$ cat config.mk
export PLATFORM = sky130hd
export DESIGN_NAME = awb_gain_select
export DESIGN_NICKNAME = d
export VERILOG_FILES = /design/src/design/assert_macros.svh /design/src/design/awb_pkg.sv /design/src/design/awb_gain_select.sv
export SDC_FILE = /design/constraint.sdc
export NUM_CORES = 1
export LEC_CHECK = 0
export ABC_AREA = 0
export BUFFER_PORTS_ARGS = -buffer_cell sky130_fd_sc_hd__buf_2
export CAP_MARGIN = 0
export CORE_AREA = 2 2 259 261
export CTS_CLUSTER_DIAMETER = 100
export DETAILED_ROUTE_END_ITERATION = 16
export DIE_AREA = 0 0 261 263
export PLACE_DENSITY = 0.66
export SLEW_MARGIN = 20
export SYNTH_ARGS = -nofsm -noshare
export SYNTH_HDL_FRONTEND = slang
export SYNTH_SLANG_ARGS = --single-unit
$ cat constraint.sdc
create_clock -name aclk -period 8.8 [get_ports aclk]
set_clock_uncertainty 0.2 [all_clocks]
set_input_delay 0.88 -clock aclk [delete_from_list [all_inputs] [get_ports aclk]]
set_output_delay 0.88 -clock aclk [all_outputs]
set_load 0.03 [all_outputs]
$ cat src/design/assert_macros.svh
// Assertion macro used by the top-level RTL file.
// Depends on nothing; include by bare file name.
`ifndef ASSERT_MACROS_SVH
`define ASSERT_MACROS_SVH

// Clocked assertion with active-low reset disable.
`define AWB_ASSERT(label, clk, rst_n, prop, msg) \
    label: assert property (@(posedge clk) disable iff (!rst_n) prop) else $error(msg);

`endif

$ cat src/design/awb_pkg.sv
// Package for the white-balance gain normalizer: types, constants, divider step.
// Depends on nothing.
package awb_pkg;

    localparam int GAIN_W     = 16;
    localparam int NUM_W      = 32;
    localparam int DIV_STAGES = NUM_W;
    localparam int ST_W       = GAIN_W + NUM_W;
    localparam logic [GAIN_W-1:0] RATIO_ONE  = 16'd512;
    localparam logic [GAIN_W-1:0] UNITY_RST  = 16'd256;

    typedef enum logic [1:0] {
        MODE_GREEN = 2'd0,
        MODE_BLUE  = 2'd1,
        MODE_RED   = 2'd2
    } mode_t;

    // Item context carried alongside the dividers
    typedef struct packed {
        logic              err;
        mode_t             mode;
        logic [GAIN_W-1:0] rr;
        logic [GAIN_W-1:0] br;
        logic [GAIN_W-1:0] grn;
    } side_t;

    // One restoring division step on {remainder, numerator/quotient}
    function automatic logic [ST_W-1:0] div_step(input logic [ST_W-1:0] st,
                                                 input logic [GAIN_W-1:0] den);
        logic [GAIN_W:0]   t;
        logic              ge;
        logic [GAIN_W-1:0] rem;
        t   = {st[ST_W-1:NUM_W], st[NUM_W-1]};
        ge  = (t >= {1'b0, den});
        rem = ge ? GAIN_W'(t - {1'b0, den}) : t[GAIN_W-1:0];
        return {rem, st[NUM_W-2:0], ge};
    endfunction

endpackage

$ cat src/design/awb_gain_select.sv
// Picks the unity channel, flags zero divisors, forms the final numerators.
// Depends on awb_pkg.
module awb_gain_select import awb_pkg::*; (
    input  logic              aclk,
    input  logic              aresetn,
    input  logic              en,
    input  logic [GAIN_W-1:0] unity,
    input  logic              in_valid,
    input  side_t             side_in,
    input  logic [GAIN_W-1:0] gr,
    input  logic [GAIN_W-1:0] gb,
    output logic              out_valid,
    output logic [NUM_W-1:0]  num_a,
    output logic [GAIN_W-1:0] den_a,
    output logic [NUM_W-1:0]  num_b,
    output logic [GAIN_W-1:0] den_b,
    output side_t             side_out
);

    side_t sel_next, sel_reg, prod_reg;
    logic  sel_valid_reg, prod_valid_reg;
    logic  r_hi, b_hi;
    logic [NUM_W-1:0]  num_a_reg, num_b_reg;
    logic [GAIN_W-1:0] den_a_reg, den_b_reg;

    always_comb begin
        r_hi     = side_in.rr >= RATIO_ONE;
        b_hi     = side_in.br >= RATIO_ONE;
        sel_next = side_in;
        if (r_hi && b_hi) begin
            sel_next.mode = MODE_GREEN;
        end else if (r_hi) begin
            sel_next.mode = MODE_BLUE;
        end else if (b_hi) begin
            sel_next.mode = MODE_RED;
        end else begin
            sel_next.mode = (gr >= gb) ? MODE_RED : MODE_BLUE;
            if (side_in.rr == '0 || side_in.br == '0) begin
                sel_next.err = 1'b1;
            end
        end
        if (sel_next.mode == MODE_BLUE && side_in.br == '0) begin
            sel_next.err = 1'b1;
        end
        if (sel_next.mode == MODE_RED && side_in.rr == '0) begin
            sel_next.err = 1'b1;
        end
        unique case (sel_next.mode)
            MODE_BLUE: sel_next.grn = gb;
            MODE_RED:  sel_next.grn = gr;
            default:   sel_next.grn = unity;
        endcase
    end

    always_ff @(posedge aclk) begin
        if (!aresetn) begin
            sel_valid_reg  <= 1'b0;
            prod_valid_reg <= 1'b0;
        end else if (en) begin
            sel_valid_reg  <= in_valid;
            prod_valid_reg <= sel_valid_reg;
        end
    end

    // Unit numerator/denominator pass the unity code straight through
    always_ff @(posedge aclk) begin
        if (en) begin
            sel_reg  <= sel_next;
            prod_reg <= sel_reg;
            unique case (sel_reg.mode)
                MODE_BLUE: begin
                    num_a_reg <= unity * sel_reg.rr;
                    den_a_reg <= sel_reg.br;
                    num_b_reg <= NUM_W'(unity);
                    den_b_reg <= 16'd1;
                end
                MODE_RED: begin
                    num_a_reg <= NUM_W'(unity);
                    den_a_reg <= 16'd1;
                    num_b_reg <= unity * sel_reg.br;
                    den_b_reg <= sel_reg.rr;
                end
                default: begin
                    num_a_reg <= unity * sel_reg.rr;
                    den_a_reg <= RATIO_ONE;
                    num_b_reg <= unity * sel_reg.br;
                    den_b_reg <= RATIO_ONE;
                end
            endcase
        end
    end

    assign out_valid = prod_valid_reg;
    assign num_a     = num_a_reg;
    assign den_a     = den_a_reg;
    assign num_b     = num_b_reg;
    assign den_b     = den_b_reg;
    assign side_out  = prod_reg;

endmodule

==> results of run 1 <==
==> placed cells by master, fill, tap and decap left out, types with 11 or more instances in the layout <==
master and count:
nand4_1 12, inv_1 467, nor2_1 54, and2_1 264, ha_1 226, edfxtp_1 198
buf_2 231, clkbuf_16 17, nand2_1 364, a22oi_1 17, xnor2_1 26, o21ai_0 64
nor2b_1 12, a21o_1 23, fa_1 388, a31oi_1 11, xor2_1 24, a21oi_1 64
buf_4 26
==> layer usage <==
layer,up-vias,GRT usage [%],share of wire (%)
met2,552,32.55,48
li1,8034,-,-
met1,9094,25.98,42
met4,8,7.924,3.2
met3,105,3.851,6.1
met5,-,0,0.074
==> per-stage QoR <==
stage	worst slack, ns	instances
floorplan	2.222	2465
global placement	1.470	3470
detailed placement	1.391	3470
CTS	1.943	3502
global route	1.667	3507
finish	1.864	3507
==> cells by family (layout without fill, tap and decap cells) <==
logic type	Yosys count	after routing	share of synthesized area (%)
other cells	0	5	0
fa+ha+maj	616	616	42.98
buf+inv	584	757	8.907
mux	16	16	0.7140
simple gates	751	751	14.89
xor+xnor	50	50	1.772
flops	200	200	24.22
compound gates	248	248	6.512
==> final timing paths <==
| check | end | slack, ns | depth (start not counted) |
|---|---|---|---|
| hold / removal | side_out[1] | 0.22 | 0 |
| setup / recovery | num_b[22] | 1.86 | 19 |
| setup reg to reg | num_b[22] | 1.91 | 17 |
| hold reg to reg | side_out[1] | 0.22 | 0 |
==> final cells by class <==
cell class,instances,area [um^2]
antenna,5,12.51
clock buffer,17,425.4
clock inverter,15,222.7
fill,6420,38250
inverter,467,1753
multi-input combinational,1681,16530
sequential,200,5986
tap,864,1081
timing repair buffer,258,1366
==> out/qor.yml, run 1 <==
cts_hold_buf: 0
fp.dieW_um: 261
synth_commonest_cells: "inv_1 (467), fa_1 (388), nand2_1 (364), and2_1 (264), ha_1 (228)"
syn-instance-count: 2465
rows: 94
status: "completed"
post-cts-setup-buffers: 0
gp_congestion: 0.8383
vias_per_cell: 5.074
critPathBufInv: 5
fin_crit_ns: 6.936
synth_top_area_share_pct: 31.43
dr.first_iter.drc_count: 1111
cts_root_buffer: "clkbuf_16"
slowest_delay_ns: 0.67
wire_per_inst_um: 18.76
clockBufferDepth: 2
worst_pin_slew_ns: 0.9522
io_buffers: 232
ys.flop_type: "edfxtp_1"
first_pass_iters: 5
grt_pass1_wl_um: 103900
final_nets: 3344
grt_pass1_vias: 18500
place_hpwl_um: 48890
ys_types: 72
setup_viol: 0
postPlaceCellArea_um2: 26710
ys_seq_elements: 200
htreeDepth: 4
grt_setup_unrepaired: "no"
drc_errors: 0
critPathLaunch: "unity[7]"
final_hold_viol_count: 0
clock_sink_count: 200
ys_top_cells_by_area: "fa_1 (31%), edfxtp_1 (24%), ha_1 (12%)"
crit_path_end_kind: "flop"
synth_nets: 3184
core-area_um2: 65630
vias: 17790
start_util_pct: 37.65
path_class: "input pin to flop"
hold_slack_ns: 0.2236
worst_path_most_repeated_cell: "fa_1"
critPathSlowestCell: "buf_2"
area_growth_pct: 10.79
synth.most_common_cell: "inv_1"
tritoncts: "built"
yosysWarnings: 0
min_from: "sel_reg[1]"
synthArstFlopShare_pct: 0
synth_edf_count: 198
antenna_found_initial: 10
max_freq_mhz: 144.2
grt_max_degree: 72
start_kind: "input pin"
ios: 251
worst-path-max-fanout: 30
clk_latency_ns: 0.52
path_clk_slew_ns: 0.09
yosysTopAreaCell: "fa_1"
avgSynthCellArea_um2: 10.02
grtUsageTotal_pct: 19.92
die_y_um: 263
arrival_ns: 6.99
syn_area_um2: 24710
routed_wl_um: 65800
finalSetupTns_ns: 0
final_core_util_pct: 41.71
cap_violations: 0
post_cts_resized: 0
final_antenna_net_count: 0
design_area_um2: 27380
finalMaxSlewViolations: 0
slew_headroom_pct: 36.39
hp-class: "flop to flop"
cp_top_family: "adder cells"
gr-total-overflow: 0
die_area_um2: 68640
drive_above_1_share_pct: 12.17
cts_inserted_buffers: 17
yosysSeqAreaShare_pct: 24.22
rr_startpoint: "sel_reg[17]"
post-route-period-util_pct: 78.82
worstPathCellList: "buf_2 > and2_1 > fa_1 > inv_1 > fa_1 > fa_1 > fa_1 > inv_1 > fa_1 > inv_1 > fa_1 > inv_1 > ha_1 > nand2_1 > o21ai_1 > nor2_1 > o31ai_2 > a31oi_1 > mux2_1"
crit_required_ns: 8.86
Power of run 1 is not shown: default switching activity piles up to over one toggle a cycle in this logic, so the estimate is an artifact.
==> inputs of run 2 (changes only) <==
==> constraint.sdc (replaced) <==
create_clock -name aclk -period 7.1 [get_ports aclk]
set_clock_uncertainty 0.2 [all_clocks]
set_input_delay 0.71 -clock aclk [delete_from_list [all_inputs] [get_ports aclk]]
set_output_delay 0.71 -clock aclk [all_outputs]
set_load 0.03 [all_outputs]
==> run 2 against run 1 <==
Net effect:
- wire length decreased by 0.29%
- worst hold slack got worse by 0.024 ns
- critical endpoint is now num_b[31]
- critical path depth unchanged
- core utilization increased by 0.80 points
- register-to-register slack got worse by 1.5 ns
- die area unchanged
- cell count increased by 1.7%
==> out/qor.yml, run 2 (same netlist as run 1, synthesis figures left out) <==
status: "completed"
slew_headroom_pct: 25.97  # -10 points
die_area_um2: 68640  # unchanged
hp-class: "input pin to flop"
tritoncts: "built"
clock_sink_count: 200  # unchanged
post_cts_resized: 0  # unchanged
vias_per_cell: 4.948  # -2.5%
die_y_um: 263  # unchanged
worst-path-max-fanout: 18  # -40%
layout_commonest_cell: "inv_1"
worst_pin_slew_ns: 1.110  # +0.1582 ns
gr-total-overflow: 0  # unchanged
ios: 251  # unchanged
cap_violations: 0  # unchanged
rows: 94  # unchanged
post-route-period-util_pct: 94.08
first_pass_iters: 6  # +1
final_nets: 3404  # +1.8%
worst_path_most_repeated_cell: "fa_1"
drc_errors: 0  # unchanged
routed_wl_um: 65600  # -0.29%
finalSetupTns_ns: 0  # unchanged
start_util_pct: 37.65  # unchanged
grt_max_degree: 112  # +56%
crit_required_ns: 7.12  # -1.74 ns
slowest_delay_ns: 0.87  # +0.20 ns
path_clk_slew_ns: 0.09  # about the same
dr.first_iter.drc_count: 1180  # +6.2%
layout_common_cells: "inv_1 (467), fa_1 (388), nand2_1 (364)"
final_hold_viol_count: 0  # unchanged
fin_crit_ns: 6.680
finalMaxSlewViolations: 0  # unchanged
clk_latency_ns: 0.49  # -0.03 ns
place_hpwl_um: 50420  # +3.1%
gp_congestion: 0.8965  # +6.9%
area_growth_pct: 12.92
core-area_um2: 65630  # unchanged
crit_path_end_kind: "flop"
grt_pass1_wl_um: 104400  # +0.47%
htreeDepth: 4  # unchanged
r2r_slack_ns: 0.42  # -1.49 ns
clockBufferDepth: 2  # unchanged
final_antenna_net_count: 0  # unchanged
arrival_ns: 6.70  # -0.29 ns
fp.dieW_um: 261  # unchanged
max_freq_mhz: 149.7
path_class: "flop to flop"
critPathSlowestCell: "edfxtp_1"
drive_above_1_share_pct: 14.12  # +2.0 points
post-cts-setup-buffers: 0  # unchanged
vias: 17660  # -0.78%
cts_hold_buf: 0  # unchanged
antenna_found_initial: 6  # -4
grt_pass1_vias: 18560  # +0.35%
io_buffers: 232  # unchanged
cts_inserted_buffers: 17  # unchanged
fillers: 6348  # -1.1%
grt_setup_unrepaired: "no"
worstPathCellList: "nand2_1 > fa_1 > fa_1 > fa_1 > fa_1 > inv_1 > fa_1 > inv_1 > fa_1 > inv_1 > ha_1 > buf_4 > nand2_1 > o21ai_1 > a31oi_1 > a211o_4 > a311oi_1 > or3_1 > a21oi_1"
wire_per_inst_um: 18.39  # -2.0%
cts_root_buffer: "clkbuf_16"
start_kind: "flop"
setup_viol: 0  # unchanged
grtUsageTotal_pct: 19.86  # -0.065 points
## run 2: changes by cell type in the layout (fill, tap and decap cells not counted), sizes merged
| cell | change |
|---|---|
| diode | +1 |
| clkinv | +1 |
| buf | +60 |
| clkinvlp | -1 |
## run 2: worst paths after layout
path                     from     endpoint  cells past startpoint
setup reg to reg  sel_reg[17]    num_b[31]                     19
hold reg to reg    sel_reg[8]  side_out[8]                      0
hold / removal    side_in[43]  sel_reg[43]                      1
setup / recovery  sel_reg[17]    num_b[31]                     19
## run 2: cell type report
type | count | area, um^2 | area share [%]
clock inverters | 15 | 235.2 | 0.8430
well taps | 864 | 1081 | 3.874
inverters | 467 | 1753 | 6.282
clock buffers | 17 | 425.4 | 1.525
flip-flops and latches | 200 | 5986 | 21.45
diodes | 6 | 15.01 | 0.05381
repair buffers | 318 | 1879 | 6.735
multi-input cells | 1681 | 16530 | 59.24
## run 2: through the flow
| step | cells | utilization, % | area (um^2) | setup slack [ns] | hold slack [ns] |
|---|---|---|---|---|---|
| after floorplan | 2465 | - | 24710 | 0.6921 | 0.2003 |
| after global placement | 3530 | 41.49 | 27230 | 0.1594 | 0.2009 |
| after detailed placement | 3530 | 41.49 | 27230 | 0.1504 | 0.2045 |
| after CTS | 3562 | 42.49 | 27890 | 0.4501 | 0.1766 |
| after global routing | 3566 | 42.51 | 27900 | 0.1922 | 0.1778 |
| final | 3568 | 42.52 | 27900 | 0.4202 | 0.1991 |
## run 2: per-layer routing
| layer | vias to the layer above | part of all wire [%] | GRT usage (%) |
|---|---|---|---|
| li1 | 8158 | - | - |
| met1 | 8902 | 43 | 26.71 |
| met2 | 504 | 49 | 33.11 |
| met3 | 87 | 5.5 | 2.908 |
| met4 | 4 | 2.4 | 5.958 |
| met5 | - | 0.034 | 0 |
## run 2: critical path: cells and delay by family, from the launching register on
| family | cells | cell delay [ns] |
|---|---|---|
| fa+ha+maj | 7 | 3.40 |
| flops | 1 | 0.87 |
| buf+inv | 4 | 0.30 |
| compound gates | 5 | 1.23 |
| simple gates | 3 | 0.41 |
Power of run 2 is left out for the same reason.
